**src/rtl/core/wildcard_byte_pattern_search_core_defines.svh**
```systemverilog
// assertion macros for the pattern search core
`ifndef WILDCARD_BYTE_PATTERN_SEARCH_CORE_DEFINES_SVH
`define WILDCARD_BYTE_PATTERN_SEARCH_CORE_DEFINES_SVH

// same-cycle implication, sampled on clk, off during reset
`define WBPS_ASSERT_SAME(label, ante, cons, msg) \
    label: assert property (@(posedge clk) disable iff (!rst_n) (ante) |-> (cons)) \
        else $error(msg);

// next-cycle implication, sampled on clk, off during reset
`define WBPS_ASSERT_NEXT(label, ante, cons, msg) \
    label: assert property (@(posedge clk) disable iff (!rst_n) (ante) |=> (cons)) \
        else $error(msg);

`endif

```
**src/rtl/core/wbps_pkg.sv**
```systemverilog
`timescale 1ns / 1ps

package wbps_pkg;

    localparam int PATTERN_MAX   = 32;
    localparam int ADDRESS_BITS  = 48;
    localparam int DATA_BITS     = 8;
    localparam int PAT_BYTES     = 32;
    localparam int GROUP_BYTES   = 8;
    localparam int CFG_DATA_BITS = 64;
    localparam int CFG_IDX_BITS  = 3;
    localparam int LEN_REG_BITS  = 6;
    localparam int LEN_LIMIT     = (PATTERN_MAX < PAT_BYTES) ? PATTERN_MAX : PAT_BYTES;
    localparam int LEN_BITS      = $clog2(PATTERN_MAX + 1);
    localparam int PAT_IDX_BITS  = $clog2(PAT_BYTES);

    typedef enum logic [CFG_IDX_BITS-1:0] {
        REG_BASE_ADDRESS   = 3'd0,
        REG_PATTERN_0      = 3'd1,
        REG_PATTERN_1      = 3'd2,
        REG_PATTERN_2      = 3'd3,
        REG_PATTERN_3      = 3'd4,
        REG_WILDCARD_MASK  = 3'd5,
        REG_PATTERN_LENGTH = 3'd6
    } cfg_reg_t;

endpackage

```
**src/rtl/core/wildcard_byte_pattern_search_core.sv**
```systemverilog
// the result beat is registered: it is on m_tvalid in the cycle after the input beat that completes it
// throughput: one input beat per cycle, back to back, while the result register drains
// the result register stalls input only while it holds a beat that m_tready has not taken
// reset: rst_n asynchronous, active low; clears index, fill and done scan state, output valid
// and config registers (pattern length resets to 1, all others to 0); the byte window is not reset
`timescale 1ns / 1ps
`include "wildcard_byte_pattern_search_core_defines.svh"

module wildcard_byte_pattern_search_core (
    input  logic                                    clk,
    input  logic                                    rst_n,
    // input stream
    input  logic                                    s_tvalid,
    output logic                                    s_tready,
    input  logic [wbps_pkg::DATA_BITS-1:0]          s_tdata,   // data_byte
    input  logic                                    s_tuser,   // first_byte
    input  logic                                    s_tlast,   // last_byte
    // result stream
    output logic                                    m_tvalid,
    input  logic                                    m_tready,
    output logic [wbps_pkg::ADDRESS_BITS-1:0]       m_tdata,   // match_address
    output logic                                    m_tuser,   // found
    // config write port
    input  logic                                    cfg_we,
    input  logic [wbps_pkg::CFG_IDX_BITS-1:0]       cfg_index,
    input  logic [wbps_pkg::CFG_DATA_BITS-1:0]      cfg_data
);

    localparam int PM  = wbps_pkg::PATTERN_MAX;
    localparam int AB  = wbps_pkg::ADDRESS_BITS;
    localparam int DB  = wbps_pkg::DATA_BITS;
    localparam int LB  = wbps_pkg::LEN_BITS;
    localparam int PIB = wbps_pkg::PAT_IDX_BITS;
    localparam int PB  = wbps_pkg::PAT_BYTES;
    localparam int GB  = wbps_pkg::GROUP_BYTES;

    // config registers
    logic [AB-1:0]                     base_reg;
    logic [PB-1:0][DB-1:0]             pattern_reg;
    logic [PB-1:0]                     wild_reg;
    logic [wbps_pkg::LEN_REG_BITS-1:0] length_reg;

    // scan state
    logic [PM-2:0][DB-1:0] window_reg, window_next;
    logic [AB-1:0]         index_reg, index_next;
    logic [LB-1:0]         fill_reg, fill_next;
    logic                  done_reg, done_next;

    // result register
    logic                  out_valid_reg, out_valid_next;
    logic                  out_found_reg, out_found_next;
    logic [AB-1:0]         out_addr_reg, out_addr_next;

    logic                  accept;
    logic [LB-1:0]         len_eff;
    logic [PM-1:0][DB-1:0] age_byte;
    logic [LB-1:0]         pat_idx [PM];
    logic [PM-1:0]         age_ok;
    logic                  window_hit;
    logic                  done_cur;
    logic [AB-1:0]         index_cur;
    logic [LB-1:0]         fill_cur;
    logic [LB-1:0]         fill_inc;
    logic                  match;
    logic                  produce;
    logic [AB-1:0]         start_addr;

    assign s_tready = !out_valid_reg || m_tready;
    assign accept   = s_tvalid && s_tready;
    assign m_tvalid = out_valid_reg;
    assign m_tuser  = out_found_reg;
    assign m_tdata  = out_addr_reg;

    // zero counts as one, above the limit saturates
    always_comb
    begin
        if (length_reg == '0)
            len_eff = LB'(1);
        else if (length_reg > wbps_pkg::LEN_REG_BITS'(wbps_pkg::LEN_LIMIT))
            len_eff = LB'(wbps_pkg::LEN_LIMIT);
        else
            len_eff = LB'(length_reg);
    end

    // age 0 is the incoming byte, older bytes come from the window
    always_comb
    begin
        age_byte[0] = s_tdata;
        for (int a = 1; a < PM; a++)
        begin
            age_byte[a] = window_reg[a-1];
        end
    end

    // pattern byte for each window age, aligned by the current length
    always_comb
    begin
        for (int a = 0; a < PM; a++)
        begin
            pat_idx[a] = len_eff - LB'(1) - LB'(a);
            if (LB'(a) >= len_eff)
                age_ok[a] = 1'b1;
            else if (wild_reg[pat_idx[a][PIB-1:0]])
                age_ok[a] = 1'b1;
            else
                age_ok[a] = (age_byte[a] == pattern_reg[pat_idx[a][PIB-1:0]]);
        end
    end

    assign window_hit = &age_ok;

    always_comb
    begin
        done_cur   = s_tuser ? 1'b0 : done_reg;
        index_cur  = s_tuser ? '0 : index_reg;
        fill_cur   = s_tuser ? '0 : fill_reg;
        fill_inc   = (fill_cur == LB'(PM)) ? fill_cur : fill_cur + LB'(1);
        match      = !done_cur && (fill_inc >= len_eff) && window_hit;
        produce    = !done_cur && (match || s_tlast);
        start_addr = base_reg + index_cur - AB'(len_eff - LB'(1));

        window_next    = window_reg;
        index_next     = index_reg;
        fill_next      = fill_reg;
        done_next      = done_reg;
        out_valid_next = out_valid_reg;
        out_found_next = out_found_reg;
        out_addr_next  = out_addr_reg;

        if (m_tready)
            out_valid_next = 1'b0;

        if (accept)
        begin
            index_next = index_cur;
            fill_next  = fill_cur;
            done_next  = done_cur;
            if (!done_cur)
            begin
                window_next = {window_reg[PM-3:0], s_tdata};
                fill_next   = fill_inc;
                done_next   = produce;
                if (produce)
                begin
                    out_valid_next = 1'b1;
                    out_found_next = match;
                    out_addr_next  = match ? start_addr : '0;
                end
                else
                begin
                    index_next = index_cur + AB'(1);
                end
            end
        end
    end

    always_ff @(posedge clk or negedge rst_n)
    begin
        if (!rst_n)
        begin
            index_reg     <= '0;
            fill_reg      <= '0;
            done_reg      <= 1'b0;
            out_valid_reg <= 1'b0;
        end
        else
        begin
            index_reg     <= index_next;
            fill_reg      <= fill_next;
            done_reg      <= done_next;
            out_valid_reg <= out_valid_next;
        end
    end

    // payload registers, no reset
    always_ff @(posedge clk)
    begin
        window_reg    <= window_next;
        out_found_reg <= out_found_next;
        out_addr_reg  <= out_addr_next;
    end

    always_ff @(posedge clk or negedge rst_n)
    begin
        if (!rst_n)
        begin
            base_reg    <= '0;
            pattern_reg <= '0;
            wild_reg    <= '0;
            length_reg  <= wbps_pkg::LEN_REG_BITS'(1);
        end
        else if (cfg_we)
        begin
            case (wbps_pkg::cfg_reg_t'(cfg_index))
                wbps_pkg::REG_BASE_ADDRESS:   base_reg <= cfg_data[AB-1:0];
                wbps_pkg::REG_PATTERN_0:      pattern_reg[GB-1:0] <= cfg_data;
                wbps_pkg::REG_PATTERN_1:      pattern_reg[2*GB-1:GB] <= cfg_data;
                wbps_pkg::REG_PATTERN_2:      pattern_reg[3*GB-1:2*GB] <= cfg_data;
                wbps_pkg::REG_PATTERN_3:      pattern_reg[4*GB-1:3*GB] <= cfg_data;
                wbps_pkg::REG_WILDCARD_MASK:  wild_reg <= cfg_data[PB-1:0];
                wbps_pkg::REG_PATTERN_LENGTH:
                    length_reg <= cfg_data[wbps_pkg::LEN_REG_BITS-1:0];
                default:
                begin
                end
            endcase
        end
    end

    `WBPS_ASSERT_SAME(a_notfound_zero, m_tvalid && !m_tuser, m_tdata == '0,
        "not-found beat carries a nonzero address")
    `WBPS_ASSERT_NEXT(a_result_sets_done, accept && produce, done_reg && m_tvalid,
        "result beat without done flag")
    `WBPS_ASSERT_NEXT(a_done_holds, accept && done_reg && !s_tuser,
        $stable(index_reg) && $stable(fill_reg) && done_reg,
        "scan state moved after the result")
    `WBPS_ASSERT_SAME(a_notfound_on_last, accept && produce && !match, s_tlast,
        "not-found given before the last byte")
    `WBPS_ASSERT_SAME(a_fill_bound, 1'b1, fill_reg <= LB'(PM),
        "fill count beyond window depth")

endmodule
```
**config.mk**
```make
export PLATFORM = sky130hd
export DESIGN_NAME = wildcard_byte_pattern_search_core
export DESIGN_NICKNAME = d
export VERILOG_FILES = /design/src/rtl/core/wbps_pkg.sv /design/src/rtl/core/wildcard_byte_pattern_search_core.sv
export VERILOG_INCLUDE_DIRS = /design/src /design/src/rtl/core
export SDC_FILE = /design/constraint.sdc
export NUM_CORES = 2
export LEC_CHECK = 0
export BUFFER_PORTS_ARGS = -buffer_cell sky130_fd_sc_hd__buf_4
export CELL_PAD_IN_SITES_DETAIL_PLACEMENT = 1
export CELL_PAD_IN_SITES_GLOBAL_PLACEMENT = 2
export CORE_MARGIN = 8
export CORE_UTILIZATION = 35
export DETAILED_ROUTE_END_ITERATION = 6
export PLACE_DENSITY = 0.73
export SLEW_MARGIN = 25
export SYNTH_ARGS = -nofsm -noshare
export SYNTH_HDL_FRONTEND = slang
export SYNTH_SLANG_ARGS = --single-unit
```
**constraint.sdc**
```tcl
create_clock -name clk -period 11.6 [get_ports clk]
set_clock_uncertainty 0.05 [all_clocks]
set_input_delay 0.58 -clock clk [delete_from_list [all_inputs] [get_ports clk]]
set_output_delay 0.58 -clock clk [all_outputs]
set_load 0.005 [all_outputs]
```
; ---- Yosys cells after proc, flatten, opt, wreduce, memory -nomap -nowiden
; Cells that the tools add are included.
[word_totals]
ff_bits = 695
romBits = 0
n_memories = 0
latch_bits = 0
mem_bits_rw = 0
inputBits = 82
[classes]
n_div = 0
muxes = 206
magnitude_cmp = 66
n_shift = 0
bitwise = 1
mul = 0
n_addsub = 37
eq_ne = 39
reduce_logical = 20
[op_table]
columns = cell, n
row1 = $bmux W8 S5, 32
row2 = $eq A8 B8 Y1, 32
row3 = $mux W8, 32
row4 = $lt A5 B6 Y1 const B, 32
row5 = $bmux W1 S5, 32
row6 = $mux W48, 3
row7 = $mux W1, 102
row8 = $ge A5 B6 Y1 const A, 16
row9 = $sub A5 B5 Y5 const B, 16
row10 = $add A48 B1 Y48 const B, 1
row11 = $add A48 B48 Y48, 1
row12 = $ge A4 B6 Y1 const A, 8
row13 = $sub A48 B48 Y48, 1
row14 = $sub A5 B4 Y5 const B, 8
row15 = $reduce_and A32 Y1, 1
row16 = $mux W6, 5
row17 = $ge A3 B6 Y1 const A, 4
row18 = $sub A5 B3 Y5 const B, 4
row19 = $reduce_and A2 Y1, 8
row20 = $ge A1 B6 Y1 const A, 2
row21 = $ge A2 B6 Y1 const A, 2
row22 = $sub A5 B1 Y5 const B, 2
row23 = $sub A5 B2 Y5 const B, 2
row24 = $eq A3 B3 Y1 const B, 3
row25 = other kinds (14), 20

; ---- Logic depth before layout (Yosys ltp)
[depth]
ltp_word = 17
mapped_depth = 37
depth_no_buf = 24

; ---- Least setup slack after synthesis
; OpenSTA, ideal clock, no wires.
[synth_path]
kind = reg-to-reg
start = reg length_reg[3] (netlist bit)
end = reg out_addr_reg[0], in the netlist m_tdata[0] (enable)
path_slack_ns = 1.040
stages_incl_launch_ff = 32
required_ns = 11.094
arrival_time_ns = 10.054
path_cell_list = dfrtp_1 -> clkbuf_1 -> or4_4 -> buf_6 -> o21ai_4 -> inv_2 -> buf_2 -> clkbuf_1 -> clkbuf_1 -> ha_1 -> clkbuf_1 -> inv_1 -> xnor2_2 -> clkbuf_1 -> buf_2 -> buf_1 -> ha_1 -> clkbuf_1 -> clkbuf_1 -> xnor2_1 -> clkbuf_1 -> mux2i_1 -> xor2_1 -> nand3_1 -> a211oi_1 -> nand4_1 -> a32oi_1 -> nand4_1 -> nor4_4 -> a21oi_1 -> clkbuf_1 -> nor2_1
[synth_via]
elab_chain_cells = 15
elab_cells_between_ends = 299
[synth_lines]
columns = element, line_no
row1 = from (decl), wildcard_byte_pattern_search_core.sv:41  ; logic [wbps_pkg::LEN_REG_BITS-1:0] length_reg;
row2 = from (signal assigned), wildcard_byte_pattern_search_core.sv:190  ; length_reg <= wbps_pkg::LEN_REG_BITS'(1);
row3 = from (signal assigned), wildcard_byte_pattern_search_core.sv:202  ; length_reg <= cfg_data[wbps_pkg::LEN_REG_BITS-1:0];
row4 = $gt A6 B6 Y1, wildcard_byte_pattern_search_core.sv:79  ; else if (length_reg > wbps_pkg::LEN_REG_BITS'(wbps_pkg::LEN_LIMIT))
row5 = $mux W6, wildcard_byte_pattern_search_core.sv:79
row6 = $mux W6 (*), wildcard_byte_pattern_search_core.sv:77  ; if (length_reg == '0)
row7 = $sub A5 B1 Y5, wildcard_byte_pattern_search_core.sv:100  ; pat_idx[a] = len_eff - LB'(1) - LB'(a);
row8 = "$sub A5 B1 Y5, or another cell as far along", wildcard_byte_pattern_search_core.sv:100
row9 = $bmux W8 S5, wildcard_byte_pattern_search_core.sv:106  ; age_ok[a] = (age_byte[a] == pattern_reg[pat_idx[a][PIB-1:0]]);
row10 = $mux W8 (not written as such), wildcard_byte_pattern_search_core.sv:106
row11 = $eq A8 B8 Y1, wildcard_byte_pattern_search_core.sv:106
row12 = $mux W1, wildcard_byte_pattern_search_core.sv:103  ; else if (wild_reg[pat_idx[a][PIB-1:0]])
row13 = $mux W1, wildcard_byte_pattern_search_core.sv:101  ; if (LB'(a) >= len_eff)
row14 = $reduce_and A32 Y1, wildcard_byte_pattern_search_core.sv:110  ; assign window_hit = &age_ok;
row15 = $logic_and A1 B1 Y1 (*), wildcard_byte_pattern_search_core.sv:118  ; match = !done_cur && (fill_inc >= len_eff) && window_hit;
row16 = $logic_or A1 B1 Y1 (*), wildcard_byte_pattern_search_core.sv:119  ; produce = !done_cur && (match || s_tlast);
row17 = $logic_and A1 B1 Y1 (*), wildcard_byte_pattern_search_core.sv:119
row18 = $reduce_and A3 Y1 (no source line) (*), --
row19 = to (signal assigned), wildcard_byte_pattern_search_core.sv:180  ; out_addr_reg <= out_addr_next;
row20 = to (decl), wildcard_byte_pattern_search_core.sv:52  ; logic [AB-1:0] out_addr_reg, out_addr_next;
; Mark *: on every way between the ends. The rest lies on a longest branch, timed or not. The select of a mux whose other input is x is not followed.
; A chain may end at the register's enable or synchronous reset.

; ---- Worst setup path in the final report
[layout_path]
start = reg length_reg[1] (netlist bit)
end = reg out_addr_reg[46], in the netlist m_tdata[46] (enable)
; The elaborated chain is that of the path after synthesis.

==> results.ini <==
[power_and_ir_drop]
vdd_drop_max_v=0.000215
p_leak_nw=25.8
power_density_nw_per_um2=352

[grt]
grt_overflow=0
use_met1_pct=47.6
use_met3_pct=10.8
grt_pass1_wl_um=443000
top_usage_layer=met2
grt_pass1_vias=51770
grt_usage_pct=34.8
antenna_found_initial=30
gr-usage-met2_pct=50.8
grt_max_degree=178

[synth]
yosysWarnings=0
muxShareOfSynthArea_pct=26.1
synth-compound-area-share_pct=12.5
synth_xor_area_share_pct=8.80
syn-cell-area_um2=58300
synth-simple-area-share_pct=11.9
mappedNetlistNets=5945
synthArstFlopShare_pct=57.3
synth-edff-count=297
synth-adder-area-share_pct=3.24
ys_types=94
syn_area_per_cell_um2=10.2
ys_seq_area_share_pct=32.4
syn_inst=5739
synth_top_family_by_area=multiplexers
synth_seq_cells=695
ys.flop_type=dfrtp_1

[timing]
max_freq_ghz=0.0928
timing.final.hold_violations=0
fin_setup_tns_ns=0
setup_viol=0
maxSlewHeadroom_pct=16.0
worst_slew_pin_slew_ns=1.26
period_minus_slack_ns=10.77
slew_violations=0
rsz0062_at_grt=no
post-route-period-util_pct=92.9

[final_layout]
drive_gt1_share_pct=18.1
largest_register_ffs=256
n_fill_cell=18202
seqCellArea_um2=18900
area_delta_synth_final_pct=12.2
final_util_pct=39.6
multiInputGateArea_um2=37000
nets=5903

[setup_path]
critPathBufInv=5
crit_path_max_incr_delay_ns=0.75
cp_max_fo=47
crit_slowest_cell=nor4_1
critPathCaptureType=flop
path_cells=or4_4 -> o21ai_4 -> inv_6 -> ha_1 -> inv_1 -> xnor2_4 -> ha_2 -> buf_4 -> a21oi_1 -> xnor2_4 -> buf_4 -> mux2i_1 -> xnor2_1 -> nor4_1 -> nand4_1 -> a221o_1 -> a221oi_1 -> nand4_1 -> nor4_4 -> a21oi_2 -> nor2_4 -> buf_12
crit_arrival_ns=11.16
start_kind=flop
cp.required_ns=11.98
critPathTopFamily=simple AND/OR/NAND/NOR gates
rrSetupSlack_ns=0.83
criticalPathCategory=flop to flop

[die]
rows=149
coreArea_um2=165000
io-pin-count=133
dieArea_um2=180000
die_w_um=424
start_util_pct=35.3
die_h_um=424

[cts]
clock_latency_ns=0.78
clock_sinks=695
cts_tree=yes
cts_root_buf=clkbuf_16
cts_buffers=88
cts.clk_slew.worst_paths_ns=0.07
cts_buffer_depth=3
cts_setup_buffers=0
htree_num_levels=3

[drt]
drt_wl_total_um=324000
drt_pass1_iterations=7
wl_per_cell_um=40.6
avgViaCountPerCell=6.66
drt_iter0_drc=6815
drc=6
ant_nets=0
num_vias=53076

[flow_run]
drv_cap=0

[place]
place.gp.congestion=1.03
dpl.hpwl_um=248000
port_buffers=132

[hold_path]
hp-class=input pin to flop

[run_status]
status=complete, but fails checks
violations=DRC

path summary, 6_finish.rpt:
path                                    start              end  cells past startpoint
max in group asynchronous               rst_n  pattern_reg[60]                      4
min in group asynchronous               rst_n  pattern_reg[10]                      2
worst min-delay path               s_tdata[0]      age_byte[8]                      1
worst min register to register  age_byte[198]    age_byte[206]                      0
worst max-delay path            length_reg[1]      m_tdata[46]                     22
worst max register to register  length_reg[1]      m_tdata[46]                     22
synth_stat cells, types with 35 or more instances:
cell type	number	area, µm²
clkbuf_1	321	1200
buf_1	51	191
a21oi_1	135	676
o21ai_0	211	1060
buf_2	54	270
nor3_1	78	390
a222oi_1	35	350
nor2_1	265	995
nand2b_1	43	269
nand3_1	145	726
mux4_2	210	4730
nand4_1	149	932
xnor2_1	306	2680
mux2i_1	759	7600
dfrtp_1	397	9930
or4_1	53	398
mux2_2	258	2910
o211ai_1	40	300
nand2_1	379	1420
o31ai_1	47	353
edfxtp_1	297	8920
and3_1	39	244
inv_1	259	972
a221oi_1	39	342
xor2_1	274	2400
a21o_1	37	278
ha_1	79	988
nor4b_1	38	333
o311ai_0	86	753
fa_1	45	901
o22ai_1	92	576
a211o_1	54	473
placed cells by master, fill, tap and decap left out, types with 75 or more instances in the layout:
cell type,count
a21oi_1,134
buf_4,285
clkbuf_16,88
dfrtp_1,395
edfxtp_1,297
ha_1,75
inv_1,256
mux2_2,258
mux2i_1,757
mux4_2,210
nand2_1,378
nand3_1,145
nand4_1,149
nor2_1,262
nor3_1,76
o21ai_0,211
o22ai_1,83
xnor2_1,292
xor2_1,274
where the power goes:
part           total, mW  leakage (nW)  internal [mW]  switching, mW
Clock               3.04          1.50           1.74           1.30
Sequential          3.72          7.70           2.93          0.789
Combinational       16.3          16.6           5.61           10.6
Total               23.0          25.8           10.3           12.7
metrics by stage:
step	cell area [µm²]	setup slack [ns]	hold slack, ns	cells	power, mW
after detailed placement	62100	1.21	0.416	7778	19.4
after global routing	65400	0.867	0.0190	7962	23.6
after global placement	62000	1.14	0.418	7777	19.3
final	65400	0.828	0.0501	7972	23.0
after floorplan	58300	1.04	0.234	5739	12.8
after CTS	65300	1.18	0.000372	7957	22.5
area by class of cell:
cell class                      count  area share, %
Multi-Input combinational cell   4325           56.6
Sequential cell                   695           28.9
Tap cell                         2189           4.19
Timing Repair Buffer              318           4.05
Clock buffer                      114           3.65
Inverter                          269           1.57
Clock inverter                     51           1.04
Antenna cell                       11         0.0421
worst register-to-register path, delay by kind of cell, from the launching register on:
kind / cells / cell delay, ns
adder cells (fa/ha/maj): 2 / 1.17
multiplexers: 1 / 0.51
buffers and inverters: 5 / 2.13
flip-flops: 1 / 0.73
AO/OA/AOI/OAI: 5 / 1.64
XOR/XNOR: 3 / 1.00
AND/OR/NAND/NOR: 6 / 3.20
cell families after synthesis:
kind of cell,count (synthesis)
adders and majority gates,124
DFF,695
muxes,1227
xor gates and xnor gates,583
AOI/OAI and AO/OA,1029
buffers and inverters,719
and+or+nand+nor,1362
what timing repair did:
action / CTS / global route
hold buffers: 14 / 0
endpoints found under the hold margin: 137 / 0
resized for setup: 0 / 0
endpoints found under the setup margin: 0 / 0
routing by layer:
layer | vias up | wire length, µm
li1 | 21598 | -
met4 | 8 | 16600
met5 | - | 57
met1 | 28069 | 135000
met3 | 514 | 36200
met2 | 2887 | 136000
No activity file was read; power rests on OpenSTA's default activity.
